[config.mk]
export PLATFORM = sky130hd
export DESIGN_NAME = oversampled_uart_transceiver_flat
export DESIGN_NICKNAME = d
export VERILOG_FILES = /design/src/design/osut_pkg.sv /design/src/design/osut_if.sv /design/src/design/osut_rx.sv /design/src/design/osut_tx.sv /design/src/design/oversampled_uart_transceiver.sv /design/src/flat_wrapper.sv
export VERILOG_INCLUDE_DIRS = /design/src /design/src/design
export SDC_FILE = /design/constraint.sdc
export NUM_CORES = 1
export LEC_CHECK = 0
export BUFFER_PORTS_ARGS = -buffer_cell sky130_fd_sc_hd__buf_2
export CAP_MARGIN = 10
export CORE_ASPECT_RATIO = 0.6
export CORE_MARGIN = 5
export CORE_UTILIZATION = 40
export DETAILED_ROUTE_END_ITERATION = 10
export PLACE_DENSITY_LB_ADDON = 0.25
export SYNTH_ARGS = -nofsm -noshare
export SYNTH_HDL_FRONTEND = slang
export SYNTH_SLANG_ARGS = --single-unit
[constraint.sdc]
create_clock -name clk -period 4.7 [get_ports clk]
set_input_delay 0.94 -clock clk [delete_from_list [all_inputs] [get_ports clk]]
set_output_delay 0.94 -clock clk [all_outputs]
set_load 0.02 [all_outputs]
[src/design/assert_macros.svh]
// ----------------------------------------------------------------------------
// Assertion macros
// Shared concurrent assertion helpers; empty when SYNTHESIS is defined.
// ----------------------------------------------------------------------------
`ifndef ASSERT_MACROS_SVH
`define ASSERT_MACROS_SVH

`ifndef SYNTHESIS
// Property that must hold at every clock edge outside reset.
`define OSUT_ASSERT(lbl, clk, rst, prop, msg) \
  lbl: assert property (@(posedge clk) disable iff (rst) (prop)) else $error(msg);
// When the condition holds, the consequence must hold in the next cycle.
`define OSUT_ASSERT_NEXT(lbl, clk, rst, cond, cons, msg) \
  lbl: assert property (@(posedge clk) disable iff (rst) (cond) |=> (cons)) else $error(msg);
`else
`define OSUT_ASSERT(lbl, clk, rst, prop, msg)
`define OSUT_ASSERT_NEXT(lbl, clk, rst, cond, cons, msg)
`endif

`endif

[src/design/osut_pkg.sv]
// ----------------------------------------------------------------------------
// Oversampled UART package
// Default parameters and the status structs passed between the units.
// ----------------------------------------------------------------------------
`default_nettype none

package osut_pkg;

  localparam int TICKS_PER_BIT_DEF = 3;
  localparam int DATA_BITS_DEF     = 8;
  localparam int BYTE_W            = 8;

  typedef struct packed {
    logic              valid;
    logic [BYTE_W-1:0] data;
  } rx_status_t;

  typedef struct packed {
    logic line;
    logic done;
    logic busy;
  } tx_status_t;

endpackage

`default_nettype wire

[src/design/osut_if.sv]
// ----------------------------------------------------------------------------
// Oversampled UART channels
// Valid/ready interfaces for the tick input and the per-tick result.
// ----------------------------------------------------------------------------
`default_nettype none

interface osut_tick_if;
  logic       valid;
  logic       ready;
  logic       rx_line;
  logic       tx_request;
  logic [7:0] tx_byte;

  modport source (output valid, rx_line, tx_request, tx_byte, input ready);
  modport sink   (input valid, rx_line, tx_request, tx_byte, output ready);
endinterface

interface osut_result_if;
  logic       valid;
  logic       ready;
  logic       tx_line;
  logic       rx_valid;
  logic [7:0] rx_byte;
  logic       tx_done;
  logic       tx_busy;

  modport source (output valid, tx_line, rx_valid, rx_byte, tx_done, tx_busy, input ready);
  modport sink   (input valid, tx_line, rx_valid, rx_byte, tx_done, tx_busy, output ready);
endinterface

`default_nettype wire

[src/design/osut_rx.sv]
// ----------------------------------------------------------------------------
// UART receiver
// Start detection, bit-time divider and LSB-first shift register.
// ----------------------------------------------------------------------------
`default_nettype none

module osut_rx #(
  parameter int TICKS_PER_BIT = osut_pkg::TICKS_PER_BIT_DEF,
  parameter int DATA_BITS     = osut_pkg::DATA_BITS_DEF
) (
  input  logic                clk,
  input  logic                rst,
  input  logic                en,
  input  logic                line,
  output osut_pkg::rx_status_t status
);
  import osut_pkg::*;

  localparam int CNT_W  = $clog2(TICKS_PER_BIT + 1);
  localparam int BITS_W = $clog2(DATA_BITS + 2);

  logic                 active, active_next;
  logic [CNT_W-1:0]     cnt, cnt_next;
  logic [BITS_W-1:0]    bits_left, bits_left_next;
  logic [DATA_BITS-1:0] shift, shift_next;
  logic [BYTE_W-1:0]    hold, hold_next;
  logic                 valid;
  logic [DATA_BITS+BYTE_W-1:0] shift_ext;

  assign shift_ext = {{BYTE_W{1'b0}}, shift};

  always_comb begin
    active_next    = active;
    cnt_next       = cnt;
    bits_left_next = bits_left;
    shift_next     = shift;
    hold_next      = hold;
    valid          = 1'b0;
    if (active) begin
      if (cnt <= CNT_W'(1)) begin
        cnt_next = CNT_W'(TICKS_PER_BIT);
        if (bits_left <= BITS_W'(1)) begin
          bits_left_next = '0;
          hold_next      = shift_ext[BYTE_W-1:0];
          active_next    = 1'b0;
          valid          = 1'b1;
        end else begin
          bits_left_next = bits_left - BITS_W'(1);
          shift_next     = {line, shift[DATA_BITS-1:1]};
        end
      end else begin
        cnt_next = cnt - CNT_W'(1);
      end
    end else if (!line) begin
      active_next    = 1'b1;
      cnt_next       = CNT_W'(TICKS_PER_BIT);
      bits_left_next = BITS_W'(DATA_BITS + 1);
    end
  end

  always_ff @(posedge clk) begin
    if (rst) begin
      active    <= 1'b0;
      cnt       <= '0;
      bits_left <= '0;
      shift     <= '0;
      hold      <= '0;
    end else if (en) begin
      active    <= active_next;
      cnt       <= cnt_next;
      bits_left <= bits_left_next;
      shift     <= shift_next;
      hold      <= hold_next;
    end
  end

  assign status.valid = valid;
  assign status.data  = hold_next;

endmodule

`default_nettype wire

[src/design/osut_tx.sv]
// ----------------------------------------------------------------------------
// UART transmitter
// Request latch, free-running bit divider and LSB-first output shifter.
// ----------------------------------------------------------------------------
`default_nettype none

module osut_tx #(
  parameter int TICKS_PER_BIT = osut_pkg::TICKS_PER_BIT_DEF,
  parameter int DATA_BITS     = osut_pkg::DATA_BITS_DEF
) (
  input  logic                clk,
  input  logic                rst,
  input  logic                en,
  input  logic                request,
  input  logic [7:0]          data,
  output osut_pkg::tx_status_t status
);
  import osut_pkg::*;

  localparam int CNT_W  = $clog2(TICKS_PER_BIT + 1);
  localparam int BITS_W = $clog2(DATA_BITS + 2);

  logic                 active, active_next;
  logic [CNT_W-1:0]     cnt, cnt_next;
  logic [BITS_W-1:0]    bits_left, bits_left_next;
  logic [DATA_BITS-1:0] shift, shift_next;
  logic [BYTE_W-1:0]    hold, hold_next;
  logic                 level, level_next;
  logic                 fire, done;
  logic [DATA_BITS+BYTE_W-1:0] hold_ext;

  // Bits above the byte width go out as zeros.
  assign hold_ext = {{DATA_BITS{1'b0}}, hold_next};

  always_comb begin
    active_next    = active;
    bits_left_next = bits_left;
    shift_next     = shift;
    hold_next      = hold;
    level_next     = level;
    done           = 1'b0;

    // A request is taken before the divider so the start bit can leave at the first divider fire.
    if (request && !active) begin
      active_next    = 1'b1;
      hold_next      = data;
      bits_left_next = '0;
    end

    fire     = (cnt <= CNT_W'(1));
    cnt_next = fire ? CNT_W'(TICKS_PER_BIT) : cnt - CNT_W'(1);

    if (fire && active_next) begin
      if (bits_left_next == '0) begin
        level_next     = 1'b0;
        shift_next     = hold_ext[DATA_BITS-1:0];
        bits_left_next = BITS_W'(DATA_BITS + 1);
      end else begin
        shift_next     = shift >> 1;
        bits_left_next = bits_left_next - BITS_W'(1);
        if (bits_left_next == '0) begin
          level_next  = 1'b1;
          active_next = 1'b0;
          done        = 1'b1;
        end else begin
          level_next = shift[0];
        end
      end
    end
  end

  always_ff @(posedge clk) begin
    if (rst) begin
      active    <= 1'b0;
      cnt       <= CNT_W'(TICKS_PER_BIT);
      bits_left <= '0;
      shift     <= '0;
      hold      <= '0;
      level     <= 1'b1;
    end else if (en) begin
      active    <= active_next;
      cnt       <= cnt_next;
      bits_left <= bits_left_next;
      shift     <= shift_next;
      hold      <= hold_next;
      level     <= level_next;
    end
  end

  assign status.line = level_next;
  assign status.done = done;
  assign status.busy = active_next;

endmodule

`default_nettype wire

[src/design/oversampled_uart_transceiver.sv]
// Latency: a tick accepted at one edge shows its result from the next cycle.
// Throughput: one tick per cycle while results are taken; the result register refills in the cycle it drains.
// A stalled result blocks new ticks only while it is not taken.
// Reset (synchronous, rst high): receiver idle, transmit line high,
// transmit divider at its full count, held bytes cleared, no result pending.
// ----------------------------------------------------------------------------
// Oversampled UART transceiver
// 8N1-style UART clocked by oversampling ticks, one result per tick.
// ----------------------------------------------------------------------------
`default_nettype none
`include "assert_macros.svh"

module oversampled_uart_transceiver #(
  parameter int TICKS_PER_BIT = osut_pkg::TICKS_PER_BIT_DEF,
  parameter int DATA_BITS     = osut_pkg::DATA_BITS_DEF
) (
  input  logic          clk,
  input  logic          rst,
  osut_tick_if.sink     tick,
  osut_result_if.source result
);
  import osut_pkg::*;

  logic       accept;
  logic       out_valid;
  rx_status_t rx_st;
  tx_status_t tx_st;
  logic       tx_line, rx_valid, tx_done, tx_busy;
  logic [BYTE_W-1:0] rx_byte;

  assign tick.ready = !out_valid || result.ready;
  assign accept     = tick.valid && tick.ready;

  osut_rx #(
    .TICKS_PER_BIT(TICKS_PER_BIT),
    .DATA_BITS    (DATA_BITS)
  ) u_rx (
    .clk   (clk),
    .rst   (rst),
    .en    (accept),
    .line  (tick.rx_line),
    .status(rx_st)
  );

  osut_tx #(
    .TICKS_PER_BIT(TICKS_PER_BIT),
    .DATA_BITS    (DATA_BITS)
  ) u_tx (
    .clk    (clk),
    .rst    (rst),
    .en     (accept),
    .request(tick.tx_request),
    .data   (tick.tx_byte),
    .status (tx_st)
  );

  always_ff @(posedge clk) begin
    if (rst) begin
      out_valid <= 1'b0;
    end else if (accept) begin
      out_valid <= 1'b1;
    end else if (result.ready) begin
      out_valid <= 1'b0;
    end
  end

  always_ff @(posedge clk) begin
    if (accept) begin
      tx_line  <= tx_st.line;
      rx_valid <= rx_st.valid;
      rx_byte  <= rx_st.data;
      tx_done  <= tx_st.done;
      tx_busy  <= tx_st.busy;
    end
  end

  assign result.valid    = out_valid;
  assign result.tx_line  = tx_line;
  assign result.rx_valid = rx_valid;
  assign result.rx_byte  = rx_byte;
  assign result.tx_done  = tx_done;
  assign result.tx_busy  = tx_busy;

  `OSUT_ASSERT_NEXT(a_accept_gives_result, clk, rst, accept, out_valid, "tick gave no result")
  `OSUT_ASSERT(a_empty_is_ready, clk, rst, !out_valid |-> tick.ready, "empty but not ready")
  `OSUT_ASSERT(a_done_line_idle, clk, rst, out_valid && tx_done |-> tx_line && !tx_busy, "bad stop")

endmodule

`default_nettype wire
[src/flat_wrapper.sv]
// flat-port wrapper written by rule: the top's interface ports become plain ports
module oversampled_uart_transceiver_flat import osut_pkg::*;
#(
  parameter int TICKS_PER_BIT = osut_pkg::TICKS_PER_BIT_DEF,
  parameter int DATA_BITS     = osut_pkg::DATA_BITS_DEF
)
  (clk, rst, tick_valid, tick_rx_line, tick_tx_request, tick_tx_byte, tick_ready, result_valid, result_tx_line, result_rx_valid, result_rx_byte, result_tx_done, result_tx_busy, result_ready);
  osut_tick_if tick_i ();
  osut_result_if result_i ();
  input  logic clk;
  input  logic rst;
  input wire logic [$bits(tick_i.valid)-1:0] tick_valid;
  input wire logic [$bits(tick_i.rx_line)-1:0] tick_rx_line;
  input wire logic [$bits(tick_i.tx_request)-1:0] tick_tx_request;
  input wire logic [$bits(tick_i.tx_byte)-1:0] tick_tx_byte;
  output wire logic [$bits(tick_i.ready)-1:0] tick_ready;
  output wire logic [$bits(result_i.valid)-1:0] result_valid;
  output wire logic [$bits(result_i.tx_line)-1:0] result_tx_line;
  output wire logic [$bits(result_i.rx_valid)-1:0] result_rx_valid;
  output wire logic [$bits(result_i.rx_byte)-1:0] result_rx_byte;
  output wire logic [$bits(result_i.tx_done)-1:0] result_tx_done;
  output wire logic [$bits(result_i.tx_busy)-1:0] result_tx_busy;
  input wire logic [$bits(result_i.ready)-1:0] result_ready;
  assign tick_i.valid = tick_valid;
  assign tick_i.rx_line = tick_rx_line;
  assign tick_i.tx_request = tick_tx_request;
  assign tick_i.tx_byte = tick_tx_byte;
  assign tick_ready = tick_i.ready;
  assign result_valid = result_i.valid;
  assign result_tx_line = result_i.tx_line;
  assign result_rx_valid = result_i.rx_valid;
  assign result_rx_byte = result_i.rx_byte;
  assign result_tx_done = result_i.tx_done;
  assign result_tx_busy = result_i.tx_busy;
  assign result_i.ready = result_ready;
  oversampled_uart_transceiver #(.TICKS_PER_BIT(TICKS_PER_BIT), .DATA_BITS(DATA_BITS)) u_core (.clk(clk), .rst(rst), .tick(tick_i), .result(result_i));
endmodule
=== Yosys cells after proc, flatten, opt, wreduce, memory -nomap -nowiden ===
Index checks and enable logic that the tools add are counted.
W data, S select, Z words.

* Flip-flop bits (word level): 60
* Output and inout port bits: 14
* Logic and storage cells: 74

* Add/sub/neg operators: 4
* Magnitude comparators: 3
* Equal/unequal tests: 2
* Multiplexer cells: 31
* Bitwise operators: 2
* Reductions and logical operators: 15

{| class="wikitable"
|+ Operator list
! cell !! number
|-
| $mux W8 || 5
|-
| $mux W4 || 7
|-
| $mux W1 || 15
|-
| $logic_not A4 Y1 || 2
|-
| $mux W2 || 4
|-
| $sub A4 B1 Y4 const B || 2
|-
| $reduce_and A2 Y1 || 3
|-
| $le A2 B1 Y1 const B || 2
|-
| $le A4 B1 Y1 const B || 1
|-
| $ne A2 B1 Y1 const B || 2
|-
| $reduce_and A4 Y1 || 1
|-
| $sub A2 B1 Y2 const B || 2
|-
| $logic_and A1 B1 Y1 || 3
|-
| $reduce_and A3 Y1 || 1
|-
| $logic_not A1 Y1 || 2
|-
| $not A1 Y1 || 2
|-
| $reduce_bool A2 Y1 || 1
|-
| $reduce_or A2 Y1 || 1
|-
| $logic_or A1 B1 Y1 || 1
|}

=== Depth between registers and ports, before layout ===
* Depth after elaboration: 8
* Mapped depth: 8
* Gate-level depth less buffers: 7

=== Modules after synthesis ===
A second synthesis with hierarchy kept.

* Cells, all modules: 272
* Area total of the unflattened synthesis: 2813.9 um^2

{| class="wikitable"
|+ Modules (own cells, without submodules)
! module !! times used !! cells an instance !! area each (um^2) !! seq. area each (um^2)
|-
| osut_tx || 1 || 133 || 1222.4 || 480.5
|-
| osut_rx || 1 || 122 || 1176.1 || 460.4
|-
| oversampled_uart_transceiver || 1 || 17 || 415.4 || 380.4
|}

=== Worst setup path after synthesis ===
OpenSTA, ideal clock, no wires.

* Kind: input port to output port
* From: in result_ready
* To: out tick_ready
* Data arrival time: 1262 ps
* Data required time: 3760 ps
* Slack: 2498 ps
* Stages: 2
* Path buffers: 0
* Cells stage by stage: nor2b_2 > inv_6

* Longest elaborated chain between the ends: 1

{| class="wikitable"
|+ RTL lines
! element !! RTL line !! text
|-
| from (decl) || flat_wrapper.sv:23 || <nowiki>input wire logic [$bits(result_i.ready)-1:0] result_ready;</nowiki>
|-
| $logic_or A1 B1 Y1 || oversampled_uart_transceiver.sv:31 || <nowiki>assign tick.ready = !out_valid || result.ready;</nowiki>
|-
| to (decl) || flat_wrapper.sv:16 || <nowiki>output wire logic [$bits(tick_i.ready)-1:0] tick_ready;</nowiki>
|}

Every way passes these cells.

=== Worst setup path in the final report ===
Same ends and word-level chain as after synthesis.

==> run metrics <==
CP dominant cell by count buf_2; Initial Utilization 40.7%; HPWL after DPL 3630 microns; placer congestion estimate 0.796; critical path type primary input to output pin; RSZ-0062 raised after global routing no; vias in the first global route 1,941; Worst EP arrival 1580 ps; Max Transition Viols Final 0; Max FO, Critical Path 8; root buf cell clkbuf_16; Synth Area per Inst 9.48 sq um; Post-synth ARST share 0%; I/O Buffers 27; pwr dens 420 nW/um^2; Top delay family on crit path buffers and inverters; fraction of layout cells with a size suffix above 1 17.8%; num rows 23; first-pass GRT wire length 9600 microns; Fill cells 637; WL per Instance 14.1 microns; initial antenna violation count 0; area leader, netlist dfxtp_1; Synth cell types 54; synthesized area 2690 sq um; cell breakdown of the critical path buf_2 -> nor2b_2 -> inv_6 -> buf_2; Synth Register Bits 60; final setup vio count 0; Leak Pwr 0.00132 uW; DP Worst Slack 2050 ps; TritonCTS Sinks 60; largest net degree at the start of global routing 52; flop2flop setup slack 2280 ps; post-DR vias/cell 5.27; peak supply drop 0.000186 V; PnR worst setup slack 2180 ps; via count 2,112; headroom to the max-slew limit 37.6%; TritonCTS Buffers 9; Post-CTS Repair Setup Buffers 0; Setup crit end kind output pin; I/O Pins 28; Fin Setup TNS 0 ps; Pre-antenna DRT Iters 4; nets 325; share of the synthesized area in the top cell type 35.7%; initial DRC count 182; Tmin final 2520 ps; synth top area cells dfxtp_1 36%, edfxtp_1 13%, mux2i_1 7.8%; Multi-input gate area 1240 sq um; Fin. Hold Viols 0; CTS tree done; Hold/Removal Path Class flop to flop; Die X 116 microns; clk_lat worst skew 320 ps; die area 8530 sq um; DRT Wirelength 5640 microns; die height 73.6 microns; Startpoint Class primary input; slowest stage delay, CP 250 ps; DRC 0; Hold-fix buffers, CTS 0; Clock Tree Buf Depth 2; DRT antenna net count 0; core box area 6620 sq um; Final period util 53.5%; Max-Cap Viols 0; register area share after synthesis 49.1%; status completed; ys flop type dfxtp_1; Area Overhead vs Synth 17.2%; CTS resizes 0; GRT overflow 0; Post-Syn Instances 284; number of synthesized flops with an enable pin 12; max frequency 398 MHz; number of diodes 0; Critical-path top delay cell nor2b_2; Reg clk slew, reported paths 50 ps; Post-Syn Nets 300; WHS 458 ps; Synth Warn # 0; WP buf/inv 3; FF+latch area 1320 sq um; gr usage total 14.4%; CP required 3760 ps; Worst Clk Skew 9.32 ps; slew at the pin closest to its max-slew limit 936 ps; # H-tree levels 3
[logic make-up after synthesis]
family                   count (synthesis)  share of synthesized area [%]
multiplexers                            21                           7.81
flip-flops                              60                           49.1
buffers and inverters                   21                           4.69
AO/OA/AOI/OAI                           67                           16.5
AND/OR/NAND/NOR                        112                           20.6
XOR/XNOR                                 1                          0.325
adder cells (fa/ha/maj)                  2                          0.929
[worst paths after layout]
| check | from | to | cells after the start |
|---|---|---|---|
| hold / removal | u_core.u_tx.shift[2] | u_core.u_tx.shift[2] | 2 |
| setup / recovery | result_ready | tick_ready | 4 |
| hold reg to reg | u_core.u_tx.shift[2] | u_core.u_tx.shift[2] | 2 |
| setup reg to reg | u_core.u_rx.bits_left[0] | u_core.result.rx_byte[1] | 7 |
[layout make-up]
type	instances	area share (%)
inverters	7	0.991
flip-flops and latches	60	41.9
clock buffers	10	7.25
clock inverters	6	2.50
repair buffers	28	4.52
multi-input cells	203	39.4
well taps	87	3.45
[Yosys cell counts (2+ instances only)]
cell            n
a211o_1         7
nand3b_1        2
nand4b_1        2
nand4_1         2
edfxtp_1       12
nand3_1        11
o21ai_0        14
o21ba_2         2
nand2b_1        2
dlygate4sd1_1   2
nor2_1         35
buf_2           5
ha_1            2
a21oi_1        24
nor3b_1         2
o32ai_1         2
or3_1           3
mux2i_1        21
nor3_1          3
nor2b_1         2
o21bai_1        5
buf_4           3
nand2_1        35
clkbuf_1        2
a211oi_1        4
buf_6           2
inv_1           4
dfxtp_1        48
[registers in the layout (all words and copies together), names as in the netlist]
signal and cells:
u_core.u_rx.hold 8, u_core.result.valid 1, u_core.result.tx_line 1, u_core.u_tx.cnt 2, u_core.result.rx_valid 1, u_core.u_tx.level 1, u_core.result.tx_done 1, u_core.u_tx.bits_left 4
u_core.result.rx_byte 8, u_core.u_rx.bits_left 4, u_core.result.tx_busy 1, u_core.u_tx.hold 8, u_core.u_rx.cnt 2, u_core.u_rx.shift 8, u_core.u_tx.shift 8, u_core.u_tx.active 1
u_core.u_rx.active 1
[cell usage in the layout, fill, tap and decap left out, types with 2 or more instances in the layout]
| cell type | Yosys | final |
|---|---|---|
| clkbuf_16 | 0 | 9 |
| o21ai_0 | 14 | 14 |
| nand3_1 | 11 | 11 |
| a21oi_1 | 24 | 24 |
| nor2b_1 | 2 | 2 |
| nand4_1 | 2 | 2 |
| bufinv_16 | 0 | 2 |
| a211oi_1 | 4 | 4 |
| nor3_1 | 3 | 3 |
| nor3b_1 | 2 | 2 |
| nand3b_1 | 2 | 2 |
| nand4b_1 | 2 | 2 |
| o21ba_2 | 2 | 2 |
| nand2_1 | 35 | 35 |
| o21bai_1 | 5 | 5 |
| or3_1 | 3 | 3 |
| ha_1 | 2 | 2 |
| clkinv_2 | 0 | 3 |
| nand2b_1 | 2 | 2 |
| clkinv_1 | 1 | 2 |
| mux2i_1 | 21 | 21 |
| nor2_1 | 35 | 35 |
| inv_1 | 4 | 4 |
| buf_2 | 5 | 27 |
| dfxtp_1 | 48 | 48 |
| edfxtp_1 | 12 | 12 |
| a211o_1 | 7 | 7 |
| o32ai_1 | 2 | 2 |
[worst register-to-register path, stage by stage, from the launching register on]
cell      delay, ps
dfxtp_1         350
inv_1            80
ha_1            250
nor2_1          280
nand3b_2        390
clkinv_1        510
nand2_1         190
nand2_1         100
[stage by stage]
step / util, % / power [uW] / instances / cell area, sq um
after floorplan: - / 636 / 284 / 2690
after global placement: 43.0 / 660 / 385 / 2850
after detailed placement: 43.0 / 661 / 385 / 2850
after CTS: 47.7 / 1340 / 401 / 3160
after global routing: 47.7 / 1380 / 401 / 3160
final: 47.7 / 1330 / 401 / 3160
[where the power goes]
part	leakage, uW	switching [uW]	internal (uW)	total, uW
Clock	0.000154	217	459	676
Combinational	0.000659	66.0	32.7	98.7
Sequential	0.000508	9.84	542	551
[layer usage]
layer  track usage [%]  vias to the layer above  share of wire [%]
met5                 0                        -                  0
met4              3.86                        0               0.94
met3              5.60                        5                4.9
met2              20.2                       41                 41
met1              20.7                      994                 53
li1                  -                     1072                  -
Power figures use the tool's default switching activity.
